### config.mk
export PLATFORM = sky130hd
export DESIGN_NAME = dccb_ctrl
export DESIGN_NICKNAME = d
export VERILOG_FILES = /design/src/rtl/dccb_pkg.sv /design/src/rtl/dccb_ctrl.sv
export SDC_FILE = /design/constraint.sdc
export NUM_CORES = 1
export LEC_CHECK = 0
export ABC_AREA = 1
export BUFFER_PORTS_ARGS = -buffer_cell sky130_fd_sc_hd__buf_4
export CAP_MARGIN = 15
export CORE_MARGIN = 2
export CORE_UTILIZATION = 40
export DETAILED_ROUTE_END_ITERATION = 8
export PLACE_DENSITY = 0.86
export SLEW_MARGIN = 20
export SYNTH_ARGS = -nofsm -noshare
export SYNTH_HDL_FRONTEND = slang
export SYNTH_SLANG_ARGS = --single-unit
export TNS_END_PERCENT = 5
### constraint.sdc
create_clock -name clk_i -period 1.5 [get_ports clk_i]
set_input_delay 0.075 -clock clk_i [delete_from_list [all_inputs] [get_ports clk_i]]
set_output_delay 0.075 -clock clk_i [all_outputs]
set_load 0.005 [all_outputs]
### src/rtl/dccb_pkg.sv
`timescale 1ns / 1ps
package dccb_pkg;

  // Screen and queue geometry
  localparam int SCREEN_WIDTH  = 320;
  localparam int SCREEN_HEIGHT = 180;
  localparam int QUEUE_DEPTH   = 128;

  localparam int PIX_COUNT = SCREEN_WIDTH * SCREEN_HEIGHT;
  localparam int ROW_BITS  = 32;
  localparam int BIT_W     = $clog2(ROW_BITS);
  localparam int ROW_COUNT = (PIX_COUNT + ROW_BITS - 1) / ROW_BITS;
  localparam int ROW_W     = (ROW_COUNT > 1) ? $clog2(ROW_COUNT) : 1;
  localparam int IDX_W     = ROW_W + BIT_W;
  localparam int QPTR_W    = (QUEUE_DEPTH > 1) ? $clog2(QUEUE_DEPTH) : 1;
  localparam int QCNT_W    = $clog2(QUEUE_DEPTH + 1);
  localparam int CHG_W     = $clog2(PIX_COUNT + 1);

  // Field widths
  localparam int OP_W   = 2;
  localparam int OPC_W  = 5;
  localparam int FLD_W  = 12;
  localparam int FE_W   = 11;
  localparam int WORD_W = 64;
  localparam int PAY_W  = 35;
  localparam int KIND_W = 2;

  // Reciprocal for pixel index / SCREEN_HEIGHT
  localparam int DIV_SHIFT = IDX_W + $clog2(SCREEN_HEIGHT) + 1;
  localparam int RECIP_W   = DIV_SHIFT + 1;
  localparam longint unsigned RECIP =
    ((64'd1 << DIV_SHIFT) + SCREEN_HEIGHT - 1) / SCREEN_HEIGHT;

  // Operation codes
  localparam logic [OP_W-1:0] OP_DRAW  = 2'd0;
  localparam logic [OP_W-1:0] OP_CLEAR = 2'd1;
  localparam logic [OP_W-1:0] OP_DRAIN = 2'd2;

  // Opcodes
  localparam logic [OPC_W-1:0] PIXEL_OPCODE = 5'd3;
  localparam logic [OPC_W-1:0] CLEAR_OPCODE = 5'd2;
  localparam logic [WORD_W-1:0] CLEAR_WORD  = {CLEAR_OPCODE, {(WORD_W-OPC_W){1'b0}}};

  // Word kinds
  localparam logic [KIND_W-1:0] KIND_CLEAR = 2'd0;
  localparam logic [KIND_W-1:0] KIND_QUEUE = 2'd1;
  localparam logic [KIND_W-1:0] KIND_PIXEL = 2'd2;
  localparam logic [KIND_W-1:0] KIND_NONE  = 2'd3;

  // Controller to datapath commands
  typedef struct packed {
    logic              capture;
    logic              clr_start;
    logic              clr_step;
    logic              q_push;
    logic              set_ovf;
    logic              q_pop;
    logic              emit_clear;
    logic              pix_rd;
    logic              pix_wr;
    logic              scan_init;
    logic              scan_rd;
    logic              scan_chk;
    logic              div1;
    logic              div2;
    logic              out_load;
    logic              set_kind;
    logic [KIND_W-1:0] kind;
  } dp_cmd_t;

  // Datapath to controller status
  typedef struct packed {
    logic [OP_W-1:0] op;
    logic            is_pixel;
    logic            in_range;
    logic            word_zero;
    logic            q_full;
    logic            q_empty;
    logic            clear_pending;
    logic            total_zero;
    logic            clr_last;
    logic            found;
  } dp_stat_t;

endpackage

### src/rtl/dccb_ctrl.sv
`timescale 1ns / 1ps
module dccb_ctrl import dccb_pkg::*; (
  input  logic            clk_i,
  input  logic            rst_ni,
  input  logic            start_i,
  input  dp_stat_t        stat_i,
  output dp_cmd_t         cmd_o,
  output logic            busy_o
);

  typedef enum logic [3:0] {
    S_CLR, S_IDLE, S_DECODE, S_PW_RD, S_PW_WR,
    S_SC_RD, S_SC_CHK, S_SC_DIV1, S_SC_DIV2, S_OUT
  } state_e;

  state_e state_q, state_d;
  logic   busy_q;

  // Decode next state and datapath commands
  always_comb begin
    state_d = state_q;
    cmd_o   = '0;
    cmd_o.kind = KIND_NONE;
    case (state_q)
      S_CLR: begin
        cmd_o.clr_step = 1'b1;
        if (stat_i.clr_last) state_d = S_IDLE;
      end
      S_IDLE: begin
        if (start_i) begin
          cmd_o.capture = 1'b1;
          state_d = S_DECODE;
        end
      end
      S_DECODE: begin
        state_d = S_IDLE;
        case (stat_i.op)
          OP_DRAW: begin
            if (stat_i.is_pixel) begin
              if (stat_i.in_range) state_d = S_PW_RD;
            end else if (!stat_i.word_zero) begin
              if (stat_i.q_full) cmd_o.set_ovf = 1'b1;
              else cmd_o.q_push = 1'b1;
            end
          end
          OP_CLEAR: begin
            cmd_o.clr_start = 1'b1;
            state_d = S_CLR;
          end
          OP_DRAIN: begin
            cmd_o.set_kind = 1'b1;
            if (stat_i.clear_pending) begin
              cmd_o.emit_clear = 1'b1;
              cmd_o.kind = KIND_CLEAR;
              state_d = S_OUT;
            end else if (!stat_i.q_empty) begin
              cmd_o.q_pop = 1'b1;
              cmd_o.kind = KIND_QUEUE;
              state_d = S_OUT;
            end else if (!stat_i.total_zero) begin
              cmd_o.scan_init = 1'b1;
              cmd_o.kind = KIND_PIXEL;
              state_d = S_SC_RD;
            end else begin
              cmd_o.kind = KIND_NONE;
              state_d = S_OUT;
            end
          end
          default: state_d = S_IDLE;
        endcase
      end
      S_PW_RD: begin
        cmd_o.pix_rd = 1'b1;
        state_d = S_PW_WR;
      end
      S_PW_WR: begin
        cmd_o.pix_wr = 1'b1;
        state_d = S_IDLE;
      end
      S_SC_RD: begin
        cmd_o.scan_rd = 1'b1;
        state_d = S_SC_CHK;
      end
      S_SC_CHK: begin
        cmd_o.scan_chk = 1'b1;
        state_d = stat_i.found ? S_SC_DIV1 : S_SC_RD;
      end
      S_SC_DIV1: begin
        cmd_o.div1 = 1'b1;
        state_d = S_SC_DIV2;
      end
      S_SC_DIV2: begin
        cmd_o.div2 = 1'b1;
        state_d = S_OUT;
      end
      S_OUT: begin
        cmd_o.out_load = 1'b1;
        state_d = S_IDLE;
      end
      default: state_d = S_IDLE;
    endcase
  end

  // Hold state and busy flag
  always_ff @(posedge clk_i or negedge rst_ni) begin
    if (!rst_ni) begin
      state_q <= S_CLR;
      busy_q  <= 1'b1;
    end else begin
      state_q <= state_d;
      busy_q  <= (state_d != S_IDLE);
    end
  end

  assign busy_o = busy_q;

endmodule

* Word-level counts from Yosys, hierarchy flattened *
Cells that the tools add are included.
Widths: inputs -> output; s select.

storage, ports and cells
  register bits = 5
  input bits = 14
  output and inout port bits = 19
  word-level logic and storage cells = 58

cells by class
  equal/unequal tests = 12
  muxes and demuxes = 42
  reductions and logical operators = 2

operator list
  operator            number
  $pmux 4 s8          1
  $mux 4              6
  $mux 1              23
  $mux 2              9
  $eq 4x3->1 const B  4
  $pmux 4 s3          1
  $eq 4x2->1 const B  2
  $eq 4x4->1 const B  2
  $mux 3              2
  $eq 4x1->1 const B  1
  $logic_not 4->1     1
  $ne 4x1->1 const B  1
  $eq 2x1->1 const B  1
  $eq 2x2->1 const B  1
  $logic_not 2->1     1

* Depth between registers and ports, before layout *
Gate-level depths: netlist of run 1.

  depth after elaboration = 6
  depth in mapped cells = 7

* Worst setup path before layout of run 1 *
Ideal clock, no wire load.

  path type = register to register
  from = reg state_q[0]
  to = reg busy_q, in the netlist busy_o
  library setup time = 0.061 ns
  arrival time = 1.044 ns
  data required time = 1.439 ns
  setup slack = 0.395 ns
  cell stages (with the launch flop) = 8
  buffers on the path = 0
  period minus slack after synthesis = 1.105 ns
  cells stage by stage = dfrtp_1 inv_2 nand2_2 nor2_4 nand2_4 nor2_4 nor2_2 nand3_2

between the ends
  word-level cells in the longest chain between the ends = 3
  elaborated cells on any way between the ends = 12
  those cells by class = eq/ne: 8; mux: 3; reduce/logical: 1

ends and longest elaborated chain
  element                             RTL line          source
  from (decl)                         dccb_ctrl.sv:16   state_e state_q, state_d;
  from (signal assigned)              dccb_ctrl.sv:110  state_q <= state_d;
  $eq 4x4->1 (tied with other cells)  dccb_ctrl.sv:24   case (state_q)
  $pmux 4 s8 *                        dccb_ctrl.sv:24
  $ne 4x1->1 *                        dccb_ctrl.sv:111  busy_q <= (state_d != S_IDLE);
  to (signal assigned)                dccb_ctrl.sv:111
  to (decl)                           dccb_ctrl.sv:17   logic busy_q;

Every way passes the cells marked *; elsewhere a longest branch is shown, timed or not.

==> impl_metrics.json, run 1 <==
{
  "outcome": "complete, but fails checks",
  "violations": "negative setup slack",
  "grt.overflow.total": 0,
  "synth_most_common_cell": "nor2_1",
  "finalCriticalPeriod_ps": 1530,
  "worst_pin_slew_ps": 262,
  "tns_ps": -28.5,
  "slew_headroom_pct": 82.5,
  "reg2reg_from": "state_q[0]",
  "final.setup.worst_slack_ps": -28.5,
  "placed_area_um2": 782,
  "holdWs_ps": 129,
  "start_util_pct": 41.8,
  "grt_first_pass_wirelength_um": 2180,
  "synth_commonest_cells": "nor2_1 (14), nand2_1 (9), nand2_2 (8), nand3_1 (8)",
  "p_leak_nw": 0.472,
  "hold_class": "input pin to register",
  "drtIter0Drc": 13,
  "antennaDiodeCount": 0,
  "ys.flop_type": "dfrtp_1",
  "drc_errors": 0,
  "synth_top_family_by_area": "simple AND/OR/NAND/NOR gates",
  "n_fill_cell": 106,
  "core_area_um2": 1250,
  "numCtsBuffers": 3,
  "hp-start": "stat_i[0]",
  "num_vias": 644,
  "max_freq_mhz": 654,
  "slew_viol_final": 0,
  "syn_area_um2": 523,
  "die_w_um": 40.2,
  "holdPathStages": 3,
  "synth_cell_type_count": 17,
  "final_area_um2": 882,
  "finalCritPeriodShare_pct": 102,
  "cp.required_ps": 1420,
  "clk_latency_ps": 240,
  "muxShareOfSynthArea_pct": 0,
  "rsz0062_at_grt": "true",
  "gr-usage-all-layers_pct": 20.4,
  "num_io_pins": 33,
  "synth_fa_ha_area_share_pct": 0,
  "hold_viol": 0,
  "grt_pass1_vias": 572,
  "nets": 135,
  "ir_worst_vdd_v": 0.000663,
  "antenna_found_initial": 0,
  "crit_arrival_ps": 1450,
  "finClkSkew_ps": 2.45,
  "worstSetupStartpointType": "register",
  "h-tree-depth": 1,
  "synth_area_per_cell_um2": 6.62,
  "drt_first_pass_iters": 4,
  "port_buffers": 32,
  "wire_per_inst_um": 11.1,
  "synth_top_area_share_pct": 19.1,
  "synthXorXnorAreaFrac_pct": 0,
  "syn_nets": 93,
  "path_max_fanout": 6,
  "synth-edff-count": 0,
  "clk_pin_slew_ps": 40,
  "ys_seq_area_share_pct": 24.2,
  "clock_sinks": 5,
  "synth-warning-count": 0,
  "setup_viol": 1,
  "power_density_nw_per_um2": 1370,
  "gp_congestion": 0.786,
  "wl_um": 1500,
  "clockBufferDepth": 2,
  "drv_cap": 0,
  "routed_via_density": 4.77,
  "synthToLayoutAreaGrowth_pct": 68.7,
  "die_area_um2": 1610,
  "crit_type": "register to output pin",
  "ant_nets": 0,
  "ys_top_cells_by_area": "dfrtp_1 (19%), nor2_1 (10%), nand2_2 (9.6%)",
  "post-route-util_pct": 70.4,
  "cts_tree": "built",
  "r2r_end": "busy_o",
  "grt_max_degree": 7,
  "reg2reg_slack_ps": 140,
  "whs_endpoint": "state_q[1]",
  "synth_top_area_cell": "dfrtp_1",
  "synthSimpleGateAreaFrac_pct": 62.9,
  "die_h_um": 40.2,
  "drive_above_1_share_pct": 62.5,
  "end_kind": "output pin",
  "synth_seq_cells": 5,
  "synthArstFlopShare_pct": 100,
  "syn_inst": 79,
  "rows": 13,
  "rr_worst_depth": 9,
  "cts_root_buf": "clkbuf_4",
  "synth-compound-area-share_pct": 4.31,
  "dp_hpwl_um": 1150
}
cells in the final DEF, fill, tap and decap left out, types with 2 or more instances in the layout:
master / n
nand3_2: 2
o21ai_1: 3
clkbuf_4: 3
nand2_4: 3
inv_2: 3
inv_1: 7
dfrtp_2: 3
buf_4: 36
inv_4: 2
nand3_1: 8
nand2_2: 7
nor2_4: 4
nor2_1: 13
nor3_1: 2
nor3_2: 2
nor2_2: 8
nand2_1: 8
routing by layer:
| layer | GRT usage [%] | share of wire, % | up-vias |
|---|---|---|---|
| met5 | 0 | 0 | - |
| met4 | 7.76 | 0 | 0 |
| met3 | 3.33 | 6.1 | 0 |
| met2 | 39.9 | 56 | 26 |
| met1 | 21.1 | 38 | 284 |
| li1 | - | - | 334 |
flip-flops by register name, indices dropped and copies added, names as in the netlist:
signal   cells
busy_o       1
state_q      4
stage by stage:
stage               cells  power (mW)  worst slack (ps)
floorplan              79       0.708               395
global placement      126       0.923               278
detailed placement    126       0.937               198
CTS                   132        1.12              15.8
global route          135        1.30             -85.8
finish                135        1.21             -28.5
cell type report:
type | instances | area (um^2) | share of cell area [%]
inverters | 12 | 50.0 | 5.67
flip-flops and latches | 5 | 130 | 14.8
multi-input cells | 62 | 377 | 42.7
repair buffers | 37 | 280 | 31.8
clock buffers | 4 | 26.3 | 2.98
well taps | 15 | 18.8 | 2.13
how the worst max path moves through the flow:
stage,startpoint,end,cells after the start
floorplan,state_q[0],busy_o,7
global placement,state_q[0],cmd_o[13],6
detailed placement,state_q[0],cmd_o[14],6
CTS,state_q[2],cmd_o[13],6
global route,state_q[0],cmd_o[13],6
finish,state_q[0],cmd_o[13],6
critical path: stages (launching register included):
cell     delay [ps]
dfrtp_2         450
inv_2           120
nand2_4          70
nor2_4          160
nand2_2          90
nor3b_2         190
buf_4           130
power breakdown:
part	switching [mW]	internal, mW
sequential	0.0836	0.204
combinational	0.427	0.340
clock	0.0520	0.100
total	0.563	0.644
cell families (layout without fill, tap and decap cells):
logic type             count (synthesis)  count (layout)
AOI/OAI and AO/OA                      4               4
buffers and inverters                 12              53
DFF                                    5               5
and+or+nand+nor                       58              58
timing repair:
item                                   in CTS  in global routing
endpoints found under the hold margin       5                  0
gates cloned                                0                  0
hold buffers                                1                  0
pin swaps                                   1                  2
gates resized for setup                     5                  8
setup buffers                               1                  3
setup endpoints to repair                   5                  7
(Power assumes the default switching activity.)
==> run 2, diff against run 1 <==
- CORE_AREA: unset -> 2 2 39 41
- CORE_MARGIN: 2 -> unset
- CORE_UTILIZATION: 40 -> unset
- DIE_AREA: unset -> 0 0 41 43
- PLACE_DENSITY: 0.86 -> 0.85
- clock period: 1.5 -> 1.85 ns (I/O delays scaled with it)
==> run 2 against run 1 <==
Compared with the run above: the flow now finishes without violations; cell count decreased by 2.2%; count of clock-buffer cells in the layout unchanged; total power decreased by 27%; non-clock buffer count decreased by 4; clock power decreased by 18%.
==> impl_metrics.json, run 2 (same netlist as run 1, synthesis figures left out) <==
{
  "hp-start": "start_i",
  "largest_reg_flops": 4,
  "grt_pass1_vias": 570,
  "num_vias": 613,
  "clk_pin_slew_ps": 40,
  "cpMaxStageDelayCell": "dfrtp_1",
  "numCtsBuffers": 3,
  "seq_power_share_pct": 24.6,
  "final_cell_mix": "buf_4 (32), nor2_1 (14), nand2_1 (9)",
  "hold_class": "input pin to register",
  "post-route-util_pct": 59.2,
  "finalCritPeriodShare_pct": 83.2,
  "intPower_mw": 0.471,
  "crit_type": "register to output pin",
  "grt_max_degree": 7,
  "clockBufferDepth": 2,
  "holdPathStages": 3,
  "path_max_fanout": 6,
  "wl_um": 1260,
  "end_kind": "output pin",
  "ir_worst_vdd_v": 0.000447,
  "die_area_um2": 1760,
  "place_ws_ps": 570,
  "top_register": "state_q",
  "nets": 131,
  "wire_per_inst_um": 9.52,
  "drc_errors": 0,
  "h-tree-depth": 1,
  "p_leak_nw": 0.445,
  "post_cts_buffers": 0,
  "crit_arrival_ps": 1450,
  "cts_tree": "built",
  "routed_via_density": 4.64,
  "dp_hpwl_um": 1090,
  "clock_sinks": 5,
  "ant_nets": 0,
  "rsz0062_at_grt": "false",
  "finalCriticalPeriod_ps": 1540,
  "layout_commonest_cell": "buf_4",
  "die_h_um": 43,
  "rr_worst_depth": 6,
  "reg2reg_from": "state_q[2]",
  "setup_viol": 0,
  "whs_endpoint": "state_q[1]",
  "cpLargestDelayFamily": "simple AND/OR/NAND/NOR gates",
  "cp_num_buf_inv": 2,
  "cp.required_ps": 1760,
  "final_area_um2": 820,
  "worstSetupStartpointType": "register",
  "die_w_um": 41,
  "cts_root_buf": "clkbuf_4",
  "gr-usage-all-layers_pct": 17.9,
  "cp_slowest_stage_delay_ps": 440,
  "crit_chain": "inv_2 -> nand2_2 -> nor2_4 -> nand2_1 -> nor3b_2 -> buf_4",
  "tns_ps": 0,
  "gp_congestion": 0.783,
  "clockPowerShare_pct": 14.2,
  "max_freq_mhz": 650,
  "switchingPower_mw": 0.409,
  "drtIter0Drc": 8,
  "hold_viol": 0,
  "core_area_um2": 1380,
  "clk_latency_ps": 240,
  "synthToLayoutAreaGrowth_pct": 56.7,
  "antenna_found_initial": 0,
  "slew_headroom_pct": 80.2,
  "worst_pin_slew_ps": 296,
  "finClkSkew_ps": 1.88,
  "num_io_pins": 33,
  "port_buffers": 32,
  "power_density_nw_per_um2": 1070,
  "cts_resized": 0,
  "final.setup.worst_slack_ps": 311,
  "swShare_pct": 46.5,
  "reg2reg_slack_ps": 640,
  "placed_area_um2": 783,
  "rows": 14,
  "outcome": "finished clean",
  "p_total_mw": 0.880,
  "drive_above_1_share_pct": 55.2,
  "r2r_end": "busy_o",
  "slew_viol_final": 0,
  "drt_first_pass_iters": 4,
  "grt_first_pass_wirelength_um": 2130,
  "start_util_pct": 37.8,
  "pwr-share-comb_pct": 61.2,
  "antennaDiodeCount": 0,
  "drv_cap": 0,
  "grt.overflow.total": 0
}
[run 2: stage by stage]
| step | std cells | hold WS [ps] |
|---|---|---|
| 5_1_grt | 132 | 174 |
| 4_1_cts | 132 | 156 |
| 3_5_place_dp | 127 | -107 |
| 2_1_floorplan | 79 | -203 |
| 6_report | 132 | 156 |
| 3_3_place_gp | 127 | -107 |
[run 2: area by class of cell]
type | count | area, um^2
fillers | 135 | 564
multi-input cells | 62 | 352
repair buffers | 33 | 250
flip-flops and latches | 5 | 126
inverters | 12 | 45.0
clock buffers | 4 | 26.3
well taps | 16 | 20.0
[run 2: tightest hold or removal path, cell delays in order]
cell and delay, ps:
buf_4 90, o211ai_1 90, nand3_2 90
[run 2: how the worst max path moves through the flow]
stage	cells after the start	start	slack (ps)	endpoint
2_1_floorplan	5	state_q[0]	740	cmd_o[14]
3_3_place_gp	6	state_q[0]	600	cmd_o[13]
3_5_place_dp	6	state_q[0]	570	cmd_o[13]
4_1_cts	6	state_q[0]	310	cmd_o[13]
5_1_grt	7	state_q[0]	210	cmd_o[0]
6_report	6	state_q[0]	310	cmd_o[13]
[run 2: power groups by stage]
stage	combinational, mW	clock, mW	sequential [mW]
3_3_place_gp	0.532	0	0.214
5_1_grt	0.603	0.129	0.225
4_1_cts	0.545	0.127	0.216
2_1_floorplan	0.364	0	0.210
3_5_place_dp	0.541	0	0.217
6_report	0.539	0.125	0.216
[run 2: repair_timing]
item | in CTS | in global routing
setup endpoints to repair | 0 | 0
hold endpoints to repair | 5 | 0
hold buffers | 1 | 0
[run 2: metal layers]
metal  GRT usage [%]  part of all wire (%)  up-vias
met5               0                     0        -
met4            12.0                     0        0
li1                -                     -      328
met2            30.0                    52       27
met3            4.19                   8.7        0
met1            18.2                    39      258
